--- src/pbct_pkg.sv ---
`timescale 1ns / 1ps
package pbct_pkg;

  localparam int NUM_RATES_DEF = 8;
  localparam int CMD_W         = 3;
  localparam int IDX_IN_W      = 3;
  localparam int ALLOW_W       = 32;
  localparam int CREDIT_W      = 40;

  localparam logic [CMD_W-1:0] CMD_SET_ALLOW      = 3'd0;
  localparam logic [CMD_W-1:0] CMD_SET_REMAIN     = 3'd1;
  localparam logic [CMD_W-1:0] CMD_DEDUCT         = 3'd2;
  localparam logic [CMD_W-1:0] CMD_SET_ALLOW_REPL = 3'd3;
  localparam logic [CMD_W-1:0] CMD_REPL           = 3'd4;
  localparam logic [CMD_W-1:0] CMD_REPL_ALL       = 3'd5;
  localparam logic [CMD_W-1:0] CMD_QUERY          = 3'd6;
  localparam logic [CMD_W-1:0] CMD_MARK           = 3'd7;

  typedef struct packed {
    logic [CMD_W-1:0]    cmd;
    logic [IDX_IN_W-1:0] rate_index;
    logic [ALLOW_W-1:0]  amount;
  } in_word_t;

  typedef struct packed {
    logic [ALLOW_W-1:0]         allowance_bits;
    logic signed [CREDIT_W-1:0] remaining_bits;
    logic                       insufficient;
  } out_word_t;

  // One table entry as held in the memory.
  typedef struct packed {
    logic [ALLOW_W-1:0]         allowance;
    logic signed [CREDIT_W-1:0] remaining;
    logic                       flag;
  } entry_t;

endpackage

--- src/pbct_mem.sv ---
`timescale 1ns / 1ps
module pbct_mem #(
  parameter int DEPTH = pbct_pkg::NUM_RATES_DEF,
  parameter int AW    = 3
) (
  input  logic             clk,
  input  logic             rst_n,
  input  logic             rd_en,
  input  logic [AW-1:0]    rd_addr,
  input  logic             wr_en,
  input  logic [AW-1:0]    wr_addr,
  input  pbct_pkg::entry_t wr_data,
  output pbct_pkg::entry_t rd_data
);
  import pbct_pkg::*;

  entry_t           mem [DEPTH];
  entry_t           q_r;
  logic             q_vld_r;
  logic [DEPTH-1:0] vld_r;

  // Entry storage; no reset, valid bits stand in for the cleared table.
  always_ff @(posedge clk) begin
    if (wr_en) begin
      mem[wr_addr] <= wr_data;
    end
    if (rd_en) begin
      q_r <= mem[rd_addr];
    end
  end

  always_ff @(posedge clk) begin
    if (!rst_n) begin
      vld_r   <= '0;
      q_vld_r <= 1'b0;
    end else begin
      if (wr_en) begin
        vld_r[wr_addr] <= 1'b1;
      end
      if (rd_en) begin
        q_vld_r <= vld_r[rd_addr];
      end
    end
  end

  // Read an unwritten entry as zero.
  assign rd_data = q_vld_r ? q_r : '0;

endmodule

--- src/pbct_alu.sv ---
`timescale 1ns / 1ps
module pbct_alu (
  input  logic [pbct_pkg::CMD_W-1:0]   cmd,
  input  logic [pbct_pkg::ALLOW_W-1:0] amount,
  input  pbct_pkg::entry_t             cur,
  output pbct_pkg::entry_t             nxt
);
  import pbct_pkg::*;

  localparam logic signed [CREDIT_W-1:0] CREDIT_MAX = {1'b0, {(CREDIT_W-1){1'b1}}};
  localparam logic signed [CREDIT_W-1:0] CREDIT_MIN = {1'b1, {(CREDIT_W-1){1'b0}}};

  logic [ALLOW_W-1:0]         addend;
  logic [CREDIT_W:0]          sum;
  logic signed [CREDIT_W-1:0] sat;

  // One shared adder: add allowance (or new allowance), or subtract the deduction.
  always_comb begin
    addend = (cmd == CMD_SET_ALLOW_REPL || cmd == CMD_DEDUCT) ? amount : cur.allowance;
    if (cmd == CMD_DEDUCT) begin
      sum = {cur.remaining[CREDIT_W-1], cur.remaining}
            - {{(CREDIT_W-ALLOW_W+1){1'b0}}, addend};
    end else begin
      sum = {cur.remaining[CREDIT_W-1], cur.remaining}
            + {{(CREDIT_W-ALLOW_W+1){1'b0}}, addend};
    end
    if (sum[CREDIT_W] != sum[CREDIT_W-1]) begin
      sat = sum[CREDIT_W] ? CREDIT_MIN : CREDIT_MAX;
    end else begin
      sat = sum[CREDIT_W-1:0];
    end
  end

  always_comb begin
    nxt = cur;
    case (cmd) inside
      CMD_SET_ALLOW: begin
        nxt.allowance = amount;
        nxt.flag      = (amount == '0);
      end
      CMD_SET_REMAIN: begin
        nxt.remaining = {{(CREDIT_W-ALLOW_W){1'b0}}, amount};
      end
      CMD_DEDUCT: begin
        nxt.remaining = sat;
        nxt.flag      = cur.flag | sat[CREDIT_W-1] | (sat == '0);
      end
      CMD_SET_ALLOW_REPL: begin
        nxt.allowance = amount;
        nxt.remaining = sat;
        nxt.flag      = (sat == '0);
      end
      CMD_REPL, CMD_REPL_ALL: begin
        nxt.remaining = sat;
        nxt.flag      = (sat == '0);
      end
      CMD_QUERY: begin
        nxt.flag = cur.flag | (cur.allowance == '0);
      end
      default: begin
        nxt.flag = 1'b1;
      end
    endcase
  end

endmodule

--- src/per_rate_bit_credit_table.sv ---
`timescale 1ns / 1ps
// Sequence: a single-class command passes the read, modify-write and output steps before
//   its result word; an index beyond the table goes straight to the output step; replenish
//   all repeats the read and modify-write for every class before the output step.
// Flow: one command at a time through the read-modify-write of the entry memory; a new
//   command waits until the sequencer is idle, and a held result word keeps it busy.
// Reset: synchronous, active low; clears control state and per-entry valid bits.
module per_rate_bit_credit_table #(
  parameter int NUM_RATES = pbct_pkg::NUM_RATES_DEF
) (
  input  logic                clk,
  input  logic                rst_n,
  input  logic                in_valid,
  output logic                in_stall,
  input  pbct_pkg::in_word_t  in_word,
  output logic                out_valid,
  input  logic                out_stall,
  output pbct_pkg::out_word_t out_word
);
  import pbct_pkg::*;

  // Memory address width, and a width that holds both an address and the input index.
  localparam int AW = (NUM_RATES > 1) ? $clog2(NUM_RATES) : 1;
  localparam int XW = (AW > IDX_IN_W) ? AW : IDX_IN_W;

  localparam logic [1:0] S_IDLE = 2'd0;
  localparam logic [1:0] S_RD   = 2'd1;
  localparam logic [1:0] S_MOD  = 2'd2;
  localparam logic [1:0] S_OUT  = 2'd3;

  logic [1:0]          state_r, state_nxt;
  logic [CMD_W-1:0]    cmd_r;
  logic [ALLOW_W-1:0]  amount_r;
  logic [XW-1:0]       idx_r;
  logic                idx_ok_r;
  logic [AW-1:0]       addr_r, addr_nxt;
  entry_t              res_r, res_nxt;
  logic                out_valid_r;
  out_word_t           out_word_r;

  logic                accept;
  logic [XW-1:0]       in_idx;
  logic                in_idx_ok;
  logic                sweep;
  logic                rd_en;
  logic                wr_en;
  logic                out_load;
  entry_t              rd_data;
  entry_t              upd;

  assign accept    = in_valid && !in_stall;
  assign in_stall  = (state_r != S_IDLE);
  assign in_idx    = XW'(in_word.rate_index);
  assign in_idx_ok = ({1'b0, in_idx} < (XW+1)'(NUM_RATES));
  assign sweep     = (cmd_r == CMD_REPL_ALL);
  assign rd_en     = (state_r == S_RD);
  assign wr_en     = (state_r == S_MOD);
  assign out_load  = (state_r == S_OUT) && (!out_valid_r || !out_stall);

  pbct_mem #(
    .DEPTH (NUM_RATES),
    .AW    (AW)
  ) u_mem (
    .clk     (clk),
    .rst_n   (rst_n),
    .rd_en   (rd_en),
    .rd_addr (addr_r),
    .wr_en   (wr_en),
    .wr_addr (addr_r),
    .wr_data (upd),
    .rd_data (rd_data)
  );

  pbct_alu u_alu (
    .cmd    (cmd_r),
    .amount (amount_r),
    .cur    (rd_data),
    .nxt    (upd)
  );

  // Sequencer: read the entry, modify and write it back, then hand the
  // result to the output register. Replenish all walks every class in turn
  // and keeps the addressed class's updated entry as the result.
  always_comb begin
    state_nxt = state_r;
    addr_nxt  = addr_r;
    res_nxt   = res_r;
    unique case (state_r)
      S_IDLE: begin
        if (accept) begin
          res_nxt = '0;
          if (in_word.cmd == CMD_REPL_ALL) begin
            addr_nxt  = '0;
            state_nxt = S_RD;
          end else if (in_idx_ok) begin
            addr_nxt  = in_idx[AW-1:0];
            state_nxt = S_RD;
          end else begin
            // Index beyond the table: answer with an all-zero word.
            state_nxt = S_OUT;
          end
        end
      end
      S_RD: begin
        state_nxt = S_MOD;
      end
      S_MOD: begin
        if (!sweep) begin
          res_nxt   = upd;
          state_nxt = S_OUT;
        end else begin
          if (idx_ok_r && (XW'(addr_r) == idx_r)) begin
            res_nxt = upd;
          end
          if (addr_r == AW'(NUM_RATES - 1)) begin
            state_nxt = S_OUT;
          end else begin
            addr_nxt  = addr_r + 1'b1;
            state_nxt = S_RD;
          end
        end
      end
      S_OUT: begin
        if (out_load) begin
          state_nxt = S_IDLE;
        end
      end
      default: begin
        state_nxt = S_IDLE;
      end
    endcase
  end

  always_ff @(posedge clk) begin
    if (!rst_n) begin
      state_r     <= S_IDLE;
      out_valid_r <= 1'b0;
    end else begin
      state_r <= state_nxt;
      if (out_load) begin
        out_valid_r <= 1'b1;
      end else if (!out_stall) begin
        out_valid_r <= 1'b0;
      end
    end
  end

  // Hold command fields for the whole read-modify-write.
  always_ff @(posedge clk) begin
    if (accept) begin
      cmd_r    <= in_word.cmd;
      amount_r <= in_word.amount;
      idx_r    <= in_idx;
      idx_ok_r <= in_idx_ok;
    end
    addr_r <= addr_nxt;
    res_r  <= res_nxt;
    if (out_load) begin
      out_word_r.allowance_bits <= res_r.allowance;
      out_word_r.remaining_bits <= res_r.remaining;
      out_word_r.insufficient   <= res_r.flag;
    end
  end

  assign out_valid = out_valid_r;
  assign out_word  = out_word_r;

`ifndef SYNTHESIS
  a_accept_leaves_idle: assert property (@(posedge clk) disable iff (!rst_n)
    accept |=> (state_r != S_IDLE))
    else $error("command accepted but sequencer stayed idle");

  a_mod_after_read: assert property (@(posedge clk) disable iff (!rst_n)
    (state_r == S_MOD) |-> ($past(state_r) == S_RD))
    else $error("write-back without a preceding memory read");

  a_addr_in_range: assert property (@(posedge clk) disable iff (!rst_n)
    (state_r == S_RD) |-> ({1'b0, addr_r} < (AW+1)'(NUM_RATES)))
    else $error("memory address beyond the table");

  a_out_from_seq: assert property (@(posedge clk) disable iff (!rst_n)
    $rose(out_valid_r) |-> ($past(state_r) == S_OUT))
    else $error("result word raised outside the output step");
`endif

endmodule
--- config.mk ---
export PLATFORM = sky130hd
export DESIGN_NAME = per_rate_bit_credit_table
export DESIGN_NICKNAME = d
export VERILOG_FILES = /design/src/pbct_pkg.sv /design/src/pbct_mem.sv /design/src/pbct_alu.sv /design/src/per_rate_bit_credit_table.sv
export SDC_FILE = /design/constraint.sdc
export NUM_CORES = 1
export LEC_CHECK = 0
export BUFFER_PORTS_ARGS = -buffer_cell sky130_fd_sc_hd__clkbuf_2
export CAP_MARGIN = 15
export CORE_MARGIN = 1
export CORE_UTILIZATION = 55
export DETAILED_ROUTE_END_ITERATION = 7
export MAX_ROUTING_LAYER = met4
export PLACE_DENSITY = 0.72
export SLEW_MARGIN = 10
export SYNTH_ARGS = -nofsm -noshare
export SYNTH_HDL_FRONTEND = slang
export SYNTH_SLANG_ARGS = --single-unit
--- constraint.sdc ---
create_clock -name clk -period 16.6 [get_ports clk]
set_clock_uncertainty 0.15 [all_clocks]
set_input_delay 0.83 -clock clk [delete_from_list [all_inputs] [get_ports clk]]
set_output_delay 0.83 -clock clk [all_outputs]
set_load 0.01 [all_outputs]
# After elaboration in Yosys (flattened, before gate mapping)
# Memories as Yosys holds them, arrays and structs flattened. A register that Yosys moved wholly into a read port is not among the register bits.
# Index checks and enable logic that the tools add are counted.
[word_totals] reg_bits=199 latchBits=0 ram_bits=584 rom_bits=0 word_cells=104 memories=1
[classes] add_sub_neg=3 mul=0 div_mod_pow=0 order_cmp=2 eq_ne=19 n_shift=0 mux=42 n_bitwise=4 n_reduce_logical=19
[memory_table] memory="u_mem.mem" depth=8 width=73 read_ports=1 rd_clocked_by_memory_dff=1 wr=1 line_no="pbct_mem.sv:17" text="entry_t mem [DEPTH];"
[ops] cell="$mux W73" count=4
[ops] cell="$mux W40" count=7
[ops] cell="$mux W32" count=5
[ops] cell="$pmux W73 S2" count=1
[ops] cell="$logic_not A32 Y1" count=2
[ops] cell="$add A40 B33 Y41" count=1
[ops] cell="$mux W41" count=1
[ops] cell="$sub A40 B33 Y41" count=1
[ops] cell="$logic_not A40 Y1" count=1
[ops] cell="$eq A3 B3 Y1 const B" count=5
[ops] cell="$mux W1" count=12
[ops] cell="$mux W3" count=4
[ops] cell="$mux W2" count=4
[ops] cell="$ne A2 B2 Y1 const B" count=4
[ops] cell="$or A8 B8 Y8" count=1
[ops] cell="$pmux W2 S4" count=1
[ops] cell="$eq A3 B2 Y1 const B" count=2
[ops] cell="$pmux W3 S2" count=1
[ops] cell="$eq A2 B2 Y1 const B" count=2
[ops] cell="$lt A3 B4 Y1 const B" count=1
[ops] cell="$reduce_and A4 Y1" count=1
[ops] cell="$reduce_bool A2 Y1" count=2
[ops] cell="$add A3 B1 Y3 const B" count=1
[ops] cell="$bmux W1 S3" count=1
[ops] cell="17 further kinds" count=24

# Logic depth before layout (Yosys ltp)
[logic_depth] word_depth=16 mapped_depth=27 depth_no_buf=21

# Modules after synthesis
# From an unflattened synthesis, not the netlist that was laid out.
[hier_totals] cells_unflattened=2328 area_unflattened_um2=37981.4
[modules_own_cells] module="pbct_mem" n_inst=1 cells_per_inst=1036 area_each_um2=24953.9 seq_area_each_um2=19909.1
[modules_own_cells] module="pbct_alu" n_inst=1 cells_per_inst=985 area_each_um2=6596.3 seq_area_each_um2=0.0
[modules_own_cells] module="per_rate_bit_credit_table" n_inst=1 cells_per_inst=307 area_each_um2=6431.2 seq_area_each_um2=5675.4

# Worst setup path before layout
# No wires, ideal clock.
[synth_timing] path_type="register to register" start="register addr_r[1]" end="memory u_mem.mem[0][0] (netlist name), enable pin" setup_ns=0.687 arrival_ns=7.925 required_ns=15.763 setup_slack_ns=7.837 stages_incl_launch_ff=4 path_buffers=2 period_less_slack_ns=8.763 cell_sequence="edfxtp_1 clkbuf_1 clkbuf_1 nor4_1"
[synth_rtl] element="start, declared" line_no="per_rate_bit_credit_table.sv:36" text="logic [AW-1:0] addr_r, addr_nxt;"
[synth_rtl] element="start signal, assigned" line_no="per_rate_bit_credit_table.sv:156" text="addr_r <= addr_nxt;"
[synth_rtl] element="end, declared" line_no="pbct_mem.sv:17"
# No word-level cell before the write port.

==> out/results.ini <==
[route]
wl_microns = 98370
avgRoutedWirePerCell_microns = 28.84
drc_errors = 0
avgViaCountPerCell = 6.526
drt_iter0_drc = 2659
ant_nets = 0
vias = 22259
dr.pass1.iters = 5

[setup_path]
crit_required_ns = 16.76
r2r_end = u_mem.mem[4][35]
crit_arrival_ns = 9.31
rr_worst_depth = 19
critical_path.top_delay_family = simple AND/OR/NAND/NOR gates
reg2reg_from = cmd_r[1]
r2r_setup_slack_ns = 7.45
crit_path_max_incr_delay_ns = 0.81
cpMaxStageDelayCell = edfxtp_1
crit_buf_inv = 0
crit_path_end_kind = register
path_cells = nand2b_2 > mux2_2 > nand4_1 > or3_1 > nor4bb_1 > o211ai_1 > a2111oi_0 > o22ai_1 > a21oi_1 > ha_1 > nand4_1 > or3_1 > o211ai_2 > nor2_1 > o31ai_1 > xnor2_1 > nand2_2 > o21ai_0 > a211oi_1
path_max_fanout = 30
cp-start-kind = register
critical_path_class = reg2reg

[floorplanning]
die_y_microns = 262.0
initial_core_util_pct = 56.03
die_area_sq_um = 68620
top_level_ports = 117
die_width_microns = 262.0
core_area_sq_um = 66330
rows = 94

[layout]
final_common_cell = edfxtp_1
multiInputGateArea_sq_um = 10940
drive_gt1_share_pct = 22.51
seq_area_sq_um = 25590
final_cell_mix = 844 x edfxtp_1, 209 x nand2_1, 148 x mux4_2
nNetsFinal = 2559
n_fill_cell = 4709
area_growth_syn_to_layout_pct = 11.94

[global_route]
overflow = 0
grt_pass1_vias = 21885
grt_pass1_wl_microns = 143400
grt_usage_pct = 30.03
grt_max_degree = 68
antenna_found_initial = 3

[timing]
timing.slew.headroom_pct = 20.64
tightestPinTransition_ns = 1.188
maxSlewViolCount = 0
fin_ws_ns = 7.454
rsz0062_at_grt = no
hold_viol = 0
setup_viol = 0
finalSetupTns_ns = 0
finalCriticalPeriod_ns = 9.146
min_period_over_period_pct = 55.09
fmax_ghz = 0.1093

[power_and_ir_drop]
power_density_nw_per_um2 = 123.5
ir_drop_mv = 0.1093
switching_share_pct = 25.69
p_comb_share_pct = 13.1
power.switching_w = 0.001320
leakagePower_nw = 14.18
clkPwrFrac_pct = 37.0
p_seq_share_pct = 49.9
intPower_w = 0.003817

[min_path]
hold_class = in2reg
whs_path_depth = 1
worstHoldStart = in_word[7]
hold_path_end = amount_r[7]

[outcome]
status = complete, no violations

[synth]
ys_warn_count = 0
synth_top_area_share_pct = 68.19
synth_edf_count = 844
ys_seq_area_share_pct = 68.84
syn_avg_cell_area_sq_um = 15.84
synthCells = 2347
yosys.area.top_type = edfxtp_1
netlist-cell-type-count = 82
synth-seq-cells = 856
netlist_area_sq_um = 37170
synthArstFlopShare_pct = 0
ys_top_cells_by_area = edfxtp_1 68%, mux4_2 9.0%, mux2_2 2.8%, nand2_1 2.1%, o21ai_0 1.7%
synth_nets = 2433
synth_flop_cell = edfxtp_1

[cts]
cts_tree = yes
cts.reportedPaths.clkPinSlew_ns = 0.06
numCtsBuffers = 85
post-cts-setup-buffer-count = 0
htree_levels = 3
cts.sinks = 856
cts.repair.resized = 0
cts_hold_buffers = 0
clk_path_buf_depth = 3
clock-root-buffer = clkbuf_16
clock_latency_ns = 0.66

[place]
io_buffers = 116
globalplace.congestion = 0.9781
place_ws_ns = 7.300
dp_hpwl_microns = 62270

[job]
drv_cap = 0

==> power groups by stage <==
stage,Clock [W],Sequential (W),Combinational [W]
2_1_floorplan,0,0.00259,0.000446
3_3_place_gp,0,0.00261,0.000638
3_5_place_dp,0,0.00261,0.000655
4_1_cts,0.00192,0.00256,0.000658
5_1_grt,0.00200,0.00257,0.000715
6_report,0.00190,0.00256,0.000672
==> layout make-up <==
class	count	area share [%]
sequential	856	61.50
antenna	2	0.01203
multi-input combinational	1298	26.28
clock buffer	111	5.566
timing repair buffer	164	2.292
inverter	68	0.6135
tap	864	2.598
clock inverter	48	1.140
==> layer usage <==
layer | up-vias | track usage (%) | wire, microns
li1 | 9521 | - | -
met1 | 11357 | 40.76 | 39390
met2 | 1185 | 45.99 | 46960
met3 | 196 | 5.247 | 8382
met4 | 0 | 10.90 | 3633
met5 | - | - | 0
==> sequential cells by signal (all words and copies together), names as in the netlist <==
name	count
u_mem.mem	584
state_r	2
u_mem.q_vld_r	1
res_r	73
amount_r	32
addr_r	3
out_word	73
idx_r	3
out_valid	1
cmd_r	3
u_mem.vld_r	8
u_mem.q_r	73
==> kinds of logic after synthesis <==
family	Yosys count	share of synthesized area, %
buffers and inverters	193	2.101
DFF	856	68.84
xor gates and xnor gates	62	1.461
muxes	247	11.94
AOI/OAI and AO/OA	426	7.356
adders and majority gates	49	1.636
and+or+nand+nor	514	6.666
==> through the flow <==
step	instances	power (W)	hold WS, ns	area [sq um]	util [%]
6_report	3411	0.005137	0.1946	41610	62.72
5_1_grt	3410	0.005282	0.1624	41600	62.72
4_1_cts	3404	0.005142	0.1676	41540	62.62
3_5_place_dp	3245	0.003264	0.2545	38750	58.42
3_3_place_gp	3245	0.003245	0.2522	38750	58.42
2_1_floorplan	2347	0.003037	0.2503	37170	-
==> how the worst max path moves through the flow <==
| stage | cells after the start | to | start | slack [ns] |
|---|---|---|---|---|
| final | 19 | u_mem.mem[4][35] | cmd_r[1] | 7.45 |
| after global routing | 20 | u_mem.mem[5][5] | cmd_r[1] | 6.92 |
| after CTS | 21 | u_mem.mem[7][4] | cmd_r[2] | 7.25 |
| after detailed placement | 21 | u_mem.mem[0][2] | cmd_r[2] | 7.30 |
| after global placement | 21 | u_mem.mem[1][11] | cmd_r[2] | 7.77 |
| after floorplan | 3 | u_mem.mem[0][0] | addr_r[1] | 7.84 |
==> cells in the mapped netlist (6+ instances only) <==
cell type / count
nand2b_1: 15
nand2_1: 210
inv_1: 68
dfxtp_1: 12
a21oi_1: 108
xor2_1: 34
nand3_1: 22
nor2_1: 94
nand4_1: 17
nor2b_1: 11
buf_2: 6
mux4_2: 148
o31ai_1: 9
and2_1: 57
edfxtp_1: 844
a21o_1: 21
o211ai_1: 15
nor3_1: 20
a31oi_1: 16
clkbuf_1: 90
and3_1: 8
buf_1: 20
ha_1: 43
mux2_2: 92
a2111oi_0: 21
o21ai_0: 126
o21a_1: 17
or4_1: 6
xnor2_1: 28
nor4_1: 25
a211oi_1: 36
mux2i_1: 7
Power figures use the tool's default switching activity.
